### src/aesp_pkg.sv
// ----------------------------------------------------------------------------
// aesp_pkg
// Shared types and constants for the escape sequence parser: byte classes,
// queue entry, result record and sizing constants.
// ----------------------------------------------------------------------------
package aesp_pkg;

  // Sequence limits
  localparam int MAX_PARAMS    = 16;
  localparam int TEXT_CAPACITY = 64;
  localparam int PCW           = $clog2(MAX_PARAMS + 1);
  localparam int TCW           = $clog2(TEXT_CAPACITY);

  // Queue between front and back
  localparam int QDEPTH = 4;
  localparam int QAW    = $clog2(QDEPTH);
  localparam int QCW    = $clog2(QDEPTH + 1);

  // Special byte values
  localparam logic [7:0] C_ESC    = 8'h1B;
  localparam logic [7:0] C_BEL    = 8'h07;
  localparam logic [7:0] C_ST     = 8'h9C;
  localparam logic [7:0] C_HASH   = 8'h23;
  localparam logic [7:0] C_LPAREN = 8'h28;
  localparam logic [7:0] C_RPAREN = 8'h29;
  localparam logic [7:0] C_LBRACK = 8'h5B;
  localparam logic [7:0] C_RBRACK = 8'h5D;
  localparam logic [7:0] C_QUEST  = 8'h3F;
  localparam logic [7:0] C_SEMI   = 8'h3B;

  // Byte classes
  typedef enum logic [3:0] {
    CL_OTHER  = 4'd0,
    CL_ESC    = 4'd1,
    CL_LETTER = 4'd2,
    CL_DIGIT  = 4'd3,
    CL_BEL    = 4'd4,
    CL_ST     = 4'd5,
    CL_HASH   = 4'd6,
    CL_LPAREN = 4'd7,
    CL_RPAREN = 4'd8,
    CL_LBRACK = 4'd9,
    CL_RBRACK = 4'd10,
    CL_QUEST  = 4'd11,
    CL_SEMI   = 4'd12
  } cls_t;

  // Classified byte as queued
  typedef struct packed {
    logic [7:0] data;
    cls_t       cls;
  } item_t;

  // Queue status
  typedef struct packed {
    logic           full;
    logic           empty;
    logic [QCW-1:0] count;
  } q_stat_t;

  // Result kinds
  typedef enum logic [1:0] {
    KIND_PARAM = 2'd0,
    KIND_TEXT  = 2'd1,
    KIND_DONE  = 2'd2,
    KIND_ERROR = 2'd3
  } kind_t;

  // One result record
  typedef struct packed {
    kind_t       kind;
    logic [5:0]  index;
    logic [15:0] value;
    logic        absent;
    logic [7:0]  seq_class;
    logic [7:0]  command;
    logic        private_flag;
    logic [4:0]  param_count;
    logic [5:0]  text_length;
    logic        overflow;
    logic        last;
  } res_t;

endpackage

### src/aesp_front.sv
// ----------------------------------------------------------------------------
// aesp_front
// Input side: takes raw bytes, sorts each into a byte class and writes the
// classified byte into the queue.
// ----------------------------------------------------------------------------
module aesp_front
  import aesp_pkg::*;
(
  input  logic       push,
  output logic       full,
  input  logic [7:0] in_byte,
  input  q_stat_t    q_stat,
  output logic       wr_en,
  output item_t      wr_item
);

  function automatic cls_t classify(input logic [7:0] b);
    cls_t c;
    c = CL_OTHER;
    if (b == C_ESC) c = CL_ESC;
    else if ((b >= 8'h41 && b <= 8'h5A) || (b >= 8'h61 && b <= 8'h7A) ||
             (b >= 8'h3C && b <= 8'h3E)) c = CL_LETTER;
    else if (b >= 8'h30 && b <= 8'h39) c = CL_DIGIT;
    else if (b == C_BEL)    c = CL_BEL;
    else if (b == C_ST)     c = CL_ST;
    else if (b == C_HASH)   c = CL_HASH;
    else if (b == C_LPAREN) c = CL_LPAREN;
    else if (b == C_RPAREN) c = CL_RPAREN;
    else if (b == C_LBRACK) c = CL_LBRACK;
    else if (b == C_RBRACK) c = CL_RBRACK;
    else if (b == C_QUEST)  c = CL_QUEST;
    else if (b == C_SEMI)   c = CL_SEMI;
    return c;
  endfunction

  // Transfer a pushed byte into the queue whenever it has room
  assign full          = q_stat.full;
  assign wr_en         = push && !q_stat.full;
  assign wr_item.data  = in_byte;
  assign wr_item.cls   = classify(in_byte);

endmodule

### src/aesp_fifo.sv
// ----------------------------------------------------------------------------
// aesp_fifo
// Short queue of classified bytes between the front and the back.
// ----------------------------------------------------------------------------
module aesp_fifo
  import aesp_pkg::*;
(
  input  logic    clk,
  input  logic    rst,
  input  logic    wr_en,
  input  item_t   wr_item,
  input  logic    rd_en,
  output item_t   rd_item,
  output q_stat_t stat
);

  item_t          mem [QDEPTH];
  logic [QAW-1:0] wr_ptr;
  logic [QAW-1:0] rd_ptr;
  logic [QCW-1:0] count;

  // Storage
  always_ff @(posedge clk) begin
    if (wr_en) begin
      mem[wr_ptr] <= wr_item;
    end
  end

  // Pointers and occupancy
  always_ff @(posedge clk) begin
    if (rst) begin
      wr_ptr <= '0;
      rd_ptr <= '0;
      count  <= '0;
    end else begin
      if (wr_en) wr_ptr <= wr_ptr + QAW'(1);
      if (rd_en) rd_ptr <= rd_ptr + QAW'(1);
      if (wr_en && !rd_en) count <= count + QCW'(1);
      else if (rd_en && !wr_en) count <= count - QCW'(1);
    end
  end

  assign rd_item    = mem[rd_ptr];
  assign stat.count = count;
  assign stat.full  = (count == QCW'(QDEPTH));
  assign stat.empty = (count == '0);

endmodule

### src/aesp_back.sv
// ----------------------------------------------------------------------------
// aesp_back
// Sequence engine: runs the phase table on queued bytes, keeps the sequence
// registers and loads results into the output register.
// ----------------------------------------------------------------------------
module aesp_back
  import aesp_pkg::*;
(
  input  logic    clk,
  input  logic    rst,
  input  item_t   head,
  input  q_stat_t q_stat,
  output logic    rd_en,
  output logic    empty,
  input  logic    pop,
  output res_t    res
);

  typedef enum logic [4:0] {
    PH_START   = 5'b00001,
    PH_ESC     = 5'b00010,
    PH_CSI     = 5'b00100,
    PH_OSC     = 5'b01000,
    PH_CHARSET = 5'b10000
  } phase_t;

  phase_t         phase, phase_next;
  logic [7:0]     class_reg, class_reg_next;
  logic           private_reg, private_reg_next;
  logic [15:0]    param_accum, param_accum_next;
  logic           have_digits, have_digits_next;
  logic [PCW-1:0] param_total, param_total_next;
  logic [TCW-1:0] text_total, text_total_next;
  logic           overflow_reg, overflow_reg_next;

  logic           out_valid;
  res_t           out_res;
  res_t           res_next;
  logic           emit;
  logic           deq;
  logic           fire;
  logic [19:0]    acc_prod;

  // Engine steps when a byte is queued and the output register can take it
  assign fire     = !q_stat.empty && (!out_valid || pop);
  assign acc_prod = 20'(param_accum) * 20'd10 + 20'(head.data[3:0]);

  always_comb begin
    phase_next        = phase;
    class_reg_next    = class_reg;
    private_reg_next  = private_reg;
    param_accum_next  = param_accum;
    have_digits_next  = have_digits;
    param_total_next  = param_total;
    text_total_next   = text_total;
    overflow_reg_next = overflow_reg;
    res_next          = '0;
    emit              = 1'b0;
    deq               = 1'b1;

    if (head.cls == CL_ESC) begin
      // Restart: drop anything in progress
      phase_next        = PH_ESC;
      class_reg_next    = '0;
      private_reg_next  = 1'b0;
      param_accum_next  = '0;
      have_digits_next  = 1'b0;
      param_total_next  = '0;
      text_total_next   = '0;
      overflow_reg_next = 1'b0;
    end else begin
      case (phase)
        PH_ESC: begin
          case (head.cls)
            CL_LETTER, CL_DIGIT: begin
              emit                  = 1'b1;
              res_next.kind         = KIND_DONE;
              res_next.seq_class    = class_reg;
              res_next.command      = head.data;
              res_next.private_flag = private_reg;
              res_next.param_count  = 5'(param_total);
              res_next.text_length  = 6'(text_total);
              res_next.overflow     = overflow_reg;
              res_next.last         = 1'b1;
              phase_next            = PH_START;
            end
            CL_HASH, CL_LPAREN, CL_RPAREN: begin
              class_reg_next = head.data;
              phase_next     = PH_CHARSET;
            end
            CL_LBRACK: begin
              class_reg_next = head.data;
              phase_next     = PH_CSI;
            end
            CL_RBRACK: begin
              class_reg_next = head.data;
              phase_next     = PH_OSC;
            end
            default: begin
              emit           = 1'b1;
              res_next.kind  = KIND_ERROR;
              res_next.value = 16'(head.data);
              res_next.last  = 1'b1;
              phase_next     = PH_START;
            end
          endcase
        end

        PH_CSI: begin
          case (head.cls)
            CL_LETTER: begin
              if (have_digits) begin
                // Store pending digits first, keep the byte for the done item
                deq              = 1'b0;
                param_accum_next = '0;
                have_digits_next = 1'b0;
                if (param_total < PCW'(MAX_PARAMS)) begin
                  emit             = 1'b1;
                  res_next.kind    = KIND_PARAM;
                  res_next.index   = 6'(param_total);
                  res_next.value   = param_accum;
                  param_total_next = param_total + PCW'(1);
                end else begin
                  overflow_reg_next = 1'b1;
                end
              end else begin
                emit                  = 1'b1;
                res_next.kind         = KIND_DONE;
                res_next.seq_class    = class_reg;
                res_next.command      = head.data;
                res_next.private_flag = private_reg;
                res_next.param_count  = 5'(param_total);
                res_next.text_length  = 6'(text_total);
                res_next.overflow     = overflow_reg;
                res_next.last         = 1'b1;
                phase_next            = PH_START;
              end
            end
            CL_DIGIT: begin
              have_digits_next = 1'b1;
              if (acc_prod > 20'd65535) begin
                param_accum_next  = 16'hFFFF;
                overflow_reg_next = 1'b1;
              end else begin
                param_accum_next = acc_prod[15:0];
              end
            end
            CL_QUEST: begin
              private_reg_next = 1'b1;
            end
            CL_SEMI: begin
              param_accum_next = '0;
              have_digits_next = 1'b0;
              if (param_total < PCW'(MAX_PARAMS)) begin
                emit             = 1'b1;
                res_next.kind    = KIND_PARAM;
                res_next.index   = 6'(param_total);
                res_next.value   = have_digits ? param_accum : 16'd0;
                res_next.absent  = !have_digits;
                res_next.last    = 1'b1;
                param_total_next = param_total + PCW'(1);
              end else begin
                overflow_reg_next = 1'b1;
              end
            end
            default: begin
              emit           = 1'b1;
              res_next.kind  = KIND_ERROR;
              res_next.value = 16'(head.data);
              res_next.last  = 1'b1;
              phase_next     = PH_START;
            end
          endcase
        end

        PH_OSC: begin
          if (head.cls == CL_BEL || head.cls == CL_ST) begin
            emit                  = 1'b1;
            res_next.kind         = KIND_DONE;
            res_next.seq_class    = class_reg;
            res_next.private_flag = private_reg;
            res_next.param_count  = 5'(param_total);
            res_next.text_length  = 6'(text_total);
            res_next.overflow     = overflow_reg;
            res_next.last         = 1'b1;
            phase_next            = PH_START;
          end else if (text_total < TCW'(TEXT_CAPACITY - 1)) begin
            emit            = 1'b1;
            res_next.kind   = KIND_TEXT;
            res_next.index  = 6'(text_total);
            res_next.value  = 16'(head.data);
            res_next.last   = 1'b1;
            text_total_next = text_total + TCW'(1);
          end else begin
            overflow_reg_next = 1'b1;
          end
        end

        PH_CHARSET: begin
          if (head.cls == CL_LETTER || head.cls == CL_DIGIT) begin
            emit                  = 1'b1;
            res_next.kind         = KIND_DONE;
            res_next.seq_class    = class_reg;
            res_next.command      = head.data;
            res_next.private_flag = private_reg;
            res_next.param_count  = 5'(param_total);
            res_next.text_length  = 6'(text_total);
            res_next.overflow     = overflow_reg;
            res_next.last         = 1'b1;
          end else begin
            emit           = 1'b1;
            res_next.kind  = KIND_ERROR;
            res_next.value = 16'(head.data);
            res_next.last  = 1'b1;
          end
          phase_next = PH_START;
        end

        default: begin
          // Start phase: anything but ESC is illegal
          emit           = 1'b1;
          res_next.kind  = KIND_ERROR;
          res_next.value = 16'(head.data);
          res_next.last  = 1'b1;
          phase_next     = PH_START;
        end
      endcase
    end
  end

  // Sequence registers
  always_ff @(posedge clk) begin
    if (rst) begin
      phase        <= PH_START;
      class_reg    <= '0;
      private_reg  <= 1'b0;
      param_accum  <= '0;
      have_digits  <= 1'b0;
      param_total  <= '0;
      text_total   <= '0;
      overflow_reg <= 1'b0;
    end else if (fire) begin
      phase        <= phase_next;
      class_reg    <= class_reg_next;
      private_reg  <= private_reg_next;
      param_accum  <= param_accum_next;
      have_digits  <= have_digits_next;
      param_total  <= param_total_next;
      text_total   <= text_total_next;
      overflow_reg <= overflow_reg_next;
    end
  end

  // Output register
  always_ff @(posedge clk) begin
    if (rst) begin
      out_valid <= 1'b0;
    end else if (fire && emit) begin
      out_valid <= 1'b1;
    end else if (pop) begin
      out_valid <= 1'b0;
    end
  end

  always_ff @(posedge clk) begin
    if (fire && emit) begin
      out_res <= res_next;
    end
  end

  assign rd_en = fire && deq;
  assign empty = !out_valid;
  assign res   = out_res;

endmodule

### src/ansi_escape_sequence_parser.sv
// ----------------------------------------------------------------------------
// ansi_escape_sequence_parser
// Byte-serial escape sequence parser with queue-style ports on both sides.
// ----------------------------------------------------------------------------
// Bytes go through the queue and the sequence engine into the output register.
// Throughput: 1 byte per cycle while results are popped; a CSI final byte with
// pending digits stalls the engine (parameter result, then done result).
// The front queue holds 4 bytes so the input keeps flowing across that stall.
// Reset: synchronous rst empties queue and output, returns to start phase.
module ansi_escape_sequence_parser
  import aesp_pkg::*;
(
  input  logic        clk,
  input  logic        rst,
  input  logic        push,
  output logic        full,
  input  logic [7:0]  in_byte,
  output logic        empty,
  input  logic        pop,
  output logic [1:0]  kind,
  output logic [5:0]  index,
  output logic [15:0] value,
  output logic        absent,
  output logic [7:0]  seq_class,
  output logic [7:0]  command,
  output logic        private_flag,
  output logic [4:0]  param_count,
  output logic [5:0]  text_length,
  output logic        overflow,
  output logic        last
);

  q_stat_t q_stat;
  logic    q_wr_en;
  logic    q_rd_en;
  item_t   q_wr_item;
  item_t   q_head;
  res_t    res;

  aesp_front u_front (
    .push    (push),
    .full    (full),
    .in_byte (in_byte),
    .q_stat  (q_stat),
    .wr_en   (q_wr_en),
    .wr_item (q_wr_item)
  );

  aesp_fifo u_fifo (
    .clk     (clk),
    .rst     (rst),
    .wr_en   (q_wr_en),
    .wr_item (q_wr_item),
    .rd_en   (q_rd_en),
    .rd_item (q_head),
    .stat    (q_stat)
  );

  aesp_back u_back (
    .clk    (clk),
    .rst    (rst),
    .head   (q_head),
    .q_stat (q_stat),
    .rd_en  (q_rd_en),
    .empty  (empty),
    .pop    (pop),
    .res    (res)
  );

  // Result fields
  assign kind         = res.kind;
  assign index        = res.index;
  assign value        = res.value;
  assign absent       = res.absent;
  assign seq_class    = res.seq_class;
  assign command      = res.command;
  assign private_flag = res.private_flag;
  assign param_count  = res.param_count;
  assign text_length  = res.text_length;
  assign overflow     = res.overflow;
  assign last         = res.last;

  // Only a parameter result can be followed by another from the same byte
  a_last_on_final: assert property (@(posedge clk) disable iff (rst)
    (!empty && kind != KIND_PARAM) |-> last)
    else $error("non-parameter result without last");

  // Error results carry no sequence context
  a_error_clean: assert property (@(posedge clk) disable iff (rst)
    (!empty && kind == KIND_ERROR) |->
      (index == 6'd0 && seq_class == 8'd0 && command == 8'd0 &&
       param_count == 5'd0 && !overflow && !absent))
    else $error("error result carries sequence fields");

  // Queue occupancy grows by one on a write without a read
  a_queue_count: assert property (@(posedge clk) disable iff (rst)
    (q_wr_en && !q_rd_en) |=> (q_stat.count == $past(q_stat.count) + 1'b1))
    else $error("queue count did not advance on write");

endmodule
### config.mk
export PLATFORM = sky130hd
export DESIGN_NAME = ansi_escape_sequence_parser
export DESIGN_NICKNAME = d
export VERILOG_FILES = /design/src/aesp_pkg.sv /design/src/aesp_front.sv /design/src/aesp_fifo.sv /design/src/aesp_back.sv /design/src/ansi_escape_sequence_parser.sv
export SDC_FILE = /design/constraint.sdc
export NUM_CORES = 1
export LEC_CHECK = 0
export ABC_CLOCK_PERIOD_IN_PS = 4150
export BUFFER_PORTS_ARGS = -buffer_cell sky130_fd_sc_hd__buf_4
export CAP_MARGIN = 20
export CORE_AREA = 2 2 134 149
export CTS_BUF_LIST = sky130_fd_sc_hd__clkbuf_4 sky130_fd_sc_hd__clkbuf_8
export CTS_CLUSTER_SIZE = 14
export DETAILED_ROUTE_END_ITERATION = 6
export DIE_AREA = 0 0 136 151
export GPL_ROUTABILITY_DRIVEN = 1
export GPL_TIMING_DRIVEN = 0
export MAX_ROUTING_LAYER = met4
export PLACE_DENSITY = 0.6
export SKIP_CTS_REPAIR_TIMING = 1
export SLEW_MARGIN = 20
export SYNTH_ARGS = -nofsm -noshare
export SYNTH_HDL_FRONTEND = slang
export SYNTH_HIERARCHICAL = 1
export SYNTH_SLANG_ARGS = --single-unit
### constraint.sdc
create_clock -name clk -period 4.15 [get_ports clk]
set_input_delay 1.0375 -clock clk [delete_from_list [all_inputs] [get_ports clk]]
set_output_delay 1.0375 -clock clk [all_outputs]
set_load 0.02 [all_outputs]
* Word level (Yosys, flattened, before mapping)
Memory sizes are Yosys's and may differ from the RTL's. A register that Yosys moved wholly into a read port is not among the register bits.
Index checks and enable logic that the tools add are counted.
W data, S select, Z words.
** Cells by class
- $add $sub $neg :: 7
- Multiply operators :: 1
- Div/mod/pow operators :: 0
- $lt $le $gt $ge :: 11
- Equal/unequal tests :: 37
- Shift operators :: 0
- Mux-type cells :: 98
- Bitwise gates (word level) :: 3
- Reduce and logical (&&, ||, !) cells :: 50
** Operators by type and width (number)
- $pmux W16 S3 :: 2
- $mux W29 :: 3
- $mux W16 :: 5
- $pmux W16 S4 :: 1
- $pmux W13 S4 :: 1
- $mux W4 :: 12
- $mux W8 :: 6
- $mux W22 :: 2
- $mux W21 :: 2
- $eq A8 B6 Y1 const B :: 5
- $mux W5 :: 7
- $pmux W8 S4 :: 1
- $mux W30 :: 1
- $pmux W5 S2 :: 3
- $pmux W5 S3 :: 2
- $mux W1 :: 26
- $mux W6 :: 4
- $pmux W8 S3 :: 1
- $mux W23 :: 1
- $add A20 B4 Y20 :: 1
- $eq A4 B4 Y1 const B :: 5
- $gt A20 B16 Y1 const B :: 1
- $mul A16 B3 Y19 const B :: 1
- $eq A4 B3 Y1 const B :: 4
- other kinds (53) :: 110
** Storage, ports and cells
- Register bits after elaboration :: 106
- Latch bits :: 0
- Bits in writable memories :: 48
- Bits in read-only memories :: 0
- Input port bits :: 12
- Output and inout bits :: 57
- Word-level logic and storage cells :: 231
- Memories :: 1
** Memories
- u_fifo.mem :: words 4, bits a word 12, rd ports 1, clocked after Yosys merged registers in 1, write ports 1, RTL line aesp_fifo.sv:17 : item_t mem [QDEPTH];

* Depth between registers and ports, before layout
- Depth in word-level cells :: 13
- Depth in mapped cells :: 14
- Mapped depth without buffers :: 13

* Modules after synthesis
Netlist, hierarchy kept.
** By module, submodules not included
- aesp_back :: instances 1, cells each 577, area each 5516.5 µm², sequential area each 2532.4 µm²
- aesp_fifo :: instances 1, cells each 106, area each 2164.6 µm², sequential area each 1621.6 µm²
- aesp_front :: instances 1, cells each 58, area each 367.9 µm², sequential area each 0.0 µm²

* Least setup slack after synthesis
Ideal clock, no wire load.
- Path kind :: reg2reg
- Start :: register (tool-made name)
- End :: register u_back.out_res (netlist bit u_back/res[0]) (enable)
- Library setup time :: 409 ps
- Data arrival time :: 3375 ps
- Required time :: 3741 ps
- Slack :: 365 ps
- Cell stages (with the launch flop) :: 11
- Path buffers :: 3
- Clock period less this slack :: 3785 ps
- Cell sequence :: dfxtp_1 -> buf_6 -> mux4_2 -> clkbuf_1 -> nor2_1 -> nand2_1 -> a21oi_1 -> clkbuf_1 -> nor2_1 -> or3_1 -> inv_1
** RTL lines
- to (signal assigned) :: RTL line aesp_back.sv:267 : out_res <= res_next;
- to (decl) :: RTL line aesp_back.sv:37 : res_t out_res;

* Worst setup path after layout
- Start :: register u_back.param_accum[4]
- End :: register u_back.param_accum[2]
** Between the ends
- Longest elaborated chain between the ends :: 7
** Ends and longest elaborated chain
- from (decl) :: RTL line aesp_back.sv:30 : logic [15:0] param_accum, param_accum_next;
- from (signal assigned) :: RTL line aesp_back.sv:246 : param_accum <= param_accum_next;
- $mul A16 B3 Y19 :: RTL line aesp_back.sv:46 : assign acc_prod = 20'(param_accum) * 20'd10 + 20'(head.data[3:0]);
- $add A20 B4 Y20 :: RTL line aesp_back.sv:46
- $gt A20 B16 Y1 :: RTL line aesp_back.sv:141 : if (acc_prod > 20'd65535) begin
- $mux W16 :: RTL line aesp_back.sv:141
- $pmux W16 S3 :: RTL line aesp_back.sv:110 : case (head.cls)
- $mux W16 :: RTL line aesp_back.sv:72 : case (phase)
- $mux W16 :: RTL line aesp_back.sv:61 : if (head.cls == CL_ESC) begin
Every way passes these cells. The select of a mux whose other input is x is not followed.
A chain may end at the register's enable or synchronous reset.

==> results_dict.tcl <==
set metrics [dict create \
    synth_area_um2 8049 \
    synth-edff-count 103 \
    cp_top_family "compound AO/OA/AOI/OAI gates" \
    multiInputGateArea_um2 3635 \
    synthDistinctLibCells 73 \
    crit_buf_inv 1 \
    wirelength_mm 18.77 \
    p_leak_nw 3.595 \
    cp-start-kind "register" \
    clkTransAtPathRegs_ps 90 \
    cts_max_path_buffers 2 \
    cap_violations 0 \
    muxShareOfSynthArea_pct 4.353 \
    worst_slew_pin_slew_ps 889.5 \
    syn-num-nets 794 \
    grt_pass1_vias 5730 \
    yosysWarningCount 6 \
    preCtsSetupSlack_ps -40.54 \
    synth_compound_area_share_pct 12.36 \
    firstDrtPassIters 5 \
    final_common_cell "edfxtp_1" \
    hold_class "reg2reg" \
    clock-root-buffer "clkbuf_8" \
    crit_top_cell "a211o_1" \
    finalCriticalPeriod_ps 3901 \
    tns_ps 0 \
    r2r_setup_slack_ps 250 \
    cts_buffers 17 \
    p_per_area_nw_per_um2 587.8 \
    crit_type "reg2reg" \
    utilization_pct 49.14 \
    wl_per_cell_um 17.24 \
    grt.total_usage_pct 19.38 \
    crit_path_max_incr_delay_ps 450 \
    vias_per_cell 5.518 \
    fin_skew_ps 17.44 \
    worstPathCellList "ha_1 > ha_1 > a211o_1 > a211o_1 > a211o_1 > a2111o_1 > o311ai_2 > and4_4 > mux2i_4 > buf_6 > nor2_2 > a211oi_1" \
    slew_violations 0 \
    slew_headroom_pct 40.15 \
    finalHoldViolCount 0 \
    cts_htree_levels 4 \
    synthAdderAreaFrac_pct 6.653 \
    regArea_um2 4154 \
    grt_overflow 0 \
    die_x_um 136 \
    async_flop_share_pct 0 \
    synthFlopType "edfxtp_1" \
    grt_first_pass_wirelength_mm 29.90 \
    largest_register_ffs 55 \
    fin_crit_sh_pct 94.01 \
    io_buffers 67 \
    rsz0062_at_grt "no" \
    synthCells 741 \
    worstPathMaxFanout 10 \
    whs_ps 461.9 \
    fin_total_pwr_w 0.005478 \
    clk_latency_ps 460 \
    antenna_cells 0 \
    endpoint_kind "register" \
    ys_seq_area_share_pct 51.61 \
    final_cell_mix "edfxtp_1, buf_4, nor2_1" \
    setup_slack_ps 248.8 \
    synth_top_family_by_area "simple AND/OR/NAND/NOR gates" \
    synthToLayoutAreaGrowth_pct 15.79 \
    synth_seq_cells 156 \
    cp_slowest_cell "dfxtp_1" \
    fmax_mhz 256.3 \
    hpwlAfterDp_mm 13.79 \
    gp_congestion 0.9151 \
    ir_worst_vdd_v 0.0003018 \
    antenna_found_initial 0 \
    tritoncts "yes" \
    nFillCells 1763 \
    grt_max_degree 56 \
    critical_path_arrival_ps 4270 \
    cp_data_required_time_ps 4510 \
    syn_area_per_cell_um2 10.86 \
    drt_iter0_drc 306 \
    status "finished clean" \
    setup_viol 0 \
    start_util_pct 42.44 \
    numClockSinks 156 \
    finalNetCount 882 \
    synth-simple-area-share_pct 18.78 \
    drive_above_1_share_pct 18.53 \
    io_pins 69 \
    synthXorXnorAreaFrac_pct 2.720 \
    drt.antenna.violating_nets 0 \
    num_vias 6009 \
    core_area_um2 18970 \
    drc_errors 0 \
    placementRows 53 \
    die-area_um2 20540 \
    die_y_um 151 \
]
## synthesized netlist by cell type (7+ instances only)
library cell / number / area (um2)
a211oi_1: 13 / 97.59
o21ai_1: 11 / 55.05
a21oi_1: 36 / 180.2
a22o_1: 8 / 70.07
xnor2_1: 14 / 122.6
inv_1: 20 / 75.07
nor2_2: 9 / 56.30
nor4_1: 9 / 56.30
ha_1: 38 / 475.5
xor2_1: 11 / 96.34
dfxtp_1: 53 / 1061
nor3_1: 18 / 90.09
nand3_1: 25 / 125.1
a22oi_1: 7 / 52.55
nand2_1: 58 / 217.7
buf_4: 10 / 75.07
nand4_1: 9 / 56.30
nand2b_1: 8 / 50.05
clkbuf_1: 22 / 82.58
o21ai_0: 18 / 90.09
mux4_2: 10 / 225.2
nor2_1: 73 / 274.0
and3_1: 16 / 100.1
and2_1: 38 / 237.7
edfxtp_1: 103 / 3093
## power breakdown
| part | total (W) | switching, W | internal (W) |
|---|---|---|---|
| clock | 0.00120 | 0.000623 | 0.000576 |
| combinational | 0.00200 | 0.00127 | 0.000734 |
| sequential | 0.00228 | 0.000145 | 0.00213 |
## worst reg2reg max path: stages, from the launching register on
cell and delay, ps:
dfxtp_1 450, ha_1 300, ha_1 300, a211o_1 320
a211o_1 320, a211o_1 370, a2111o_1 440, o311ai_2 140
and4_4 340, mux2i_4 350, buf_6 220, nor2_2 50
a211oi_1 230
## area by class of cell
class	count	area share, %
buffer	38	2.242
clock buffer	18	2.658
clock inverter	14	1.853
inverter	20	0.8323
multi-input combinational	527	39.00
sequential	156	44.57
tap	247	3.316
timing repair buffer	69	5.531
## path summary, 6_finish.rpt
path / cells past startpoint / from / end
setup / recovery: 12 / u_back/param_accum[4] / u_back/param_accum[2]
hold / removal: 2 / u_back/class_reg[6] / u_back/class_reg[6]
setup reg to reg: 12 / u_back/param_accum[4] / u_back/param_accum[2]
hold reg to reg: 2 / u_back/class_reg[6] / u_back/class_reg[6]
## metrics by stage
step                      instance area [um2]  std cells
final                                    9320       1089
after CTS                                9301       1088
after global placement                   8861       1055
after global routing                     9320       1089
after detailed placement                 8881       1056
after floorplan                          8049        741
## routing by layer
| layer | up-vias | GRT usage, % | routed length, um |
|---|---|---|---|
| li1 | 2923 | - | - |
| met2 | 167 | 31.83 | 9169 |
| met5 | - | - | 0 |
| met1 | 2896 | 24.32 | 8417 |
| met4 | 0 | 5.781 | 324 |
| met3 | 23 | 3.882 | 859 |
## logic make-up after synthesis
logic type | Yosys count
AO/OA/AOI/OAI | 146
XOR/XNOR | 25
adder cells (fa/ha/maj) | 41
buffers and inverters | 58
flip-flops | 156
multiplexers | 18
AND/OR/NAND/NOR | 297
Power figures use the tool's default switching activity.
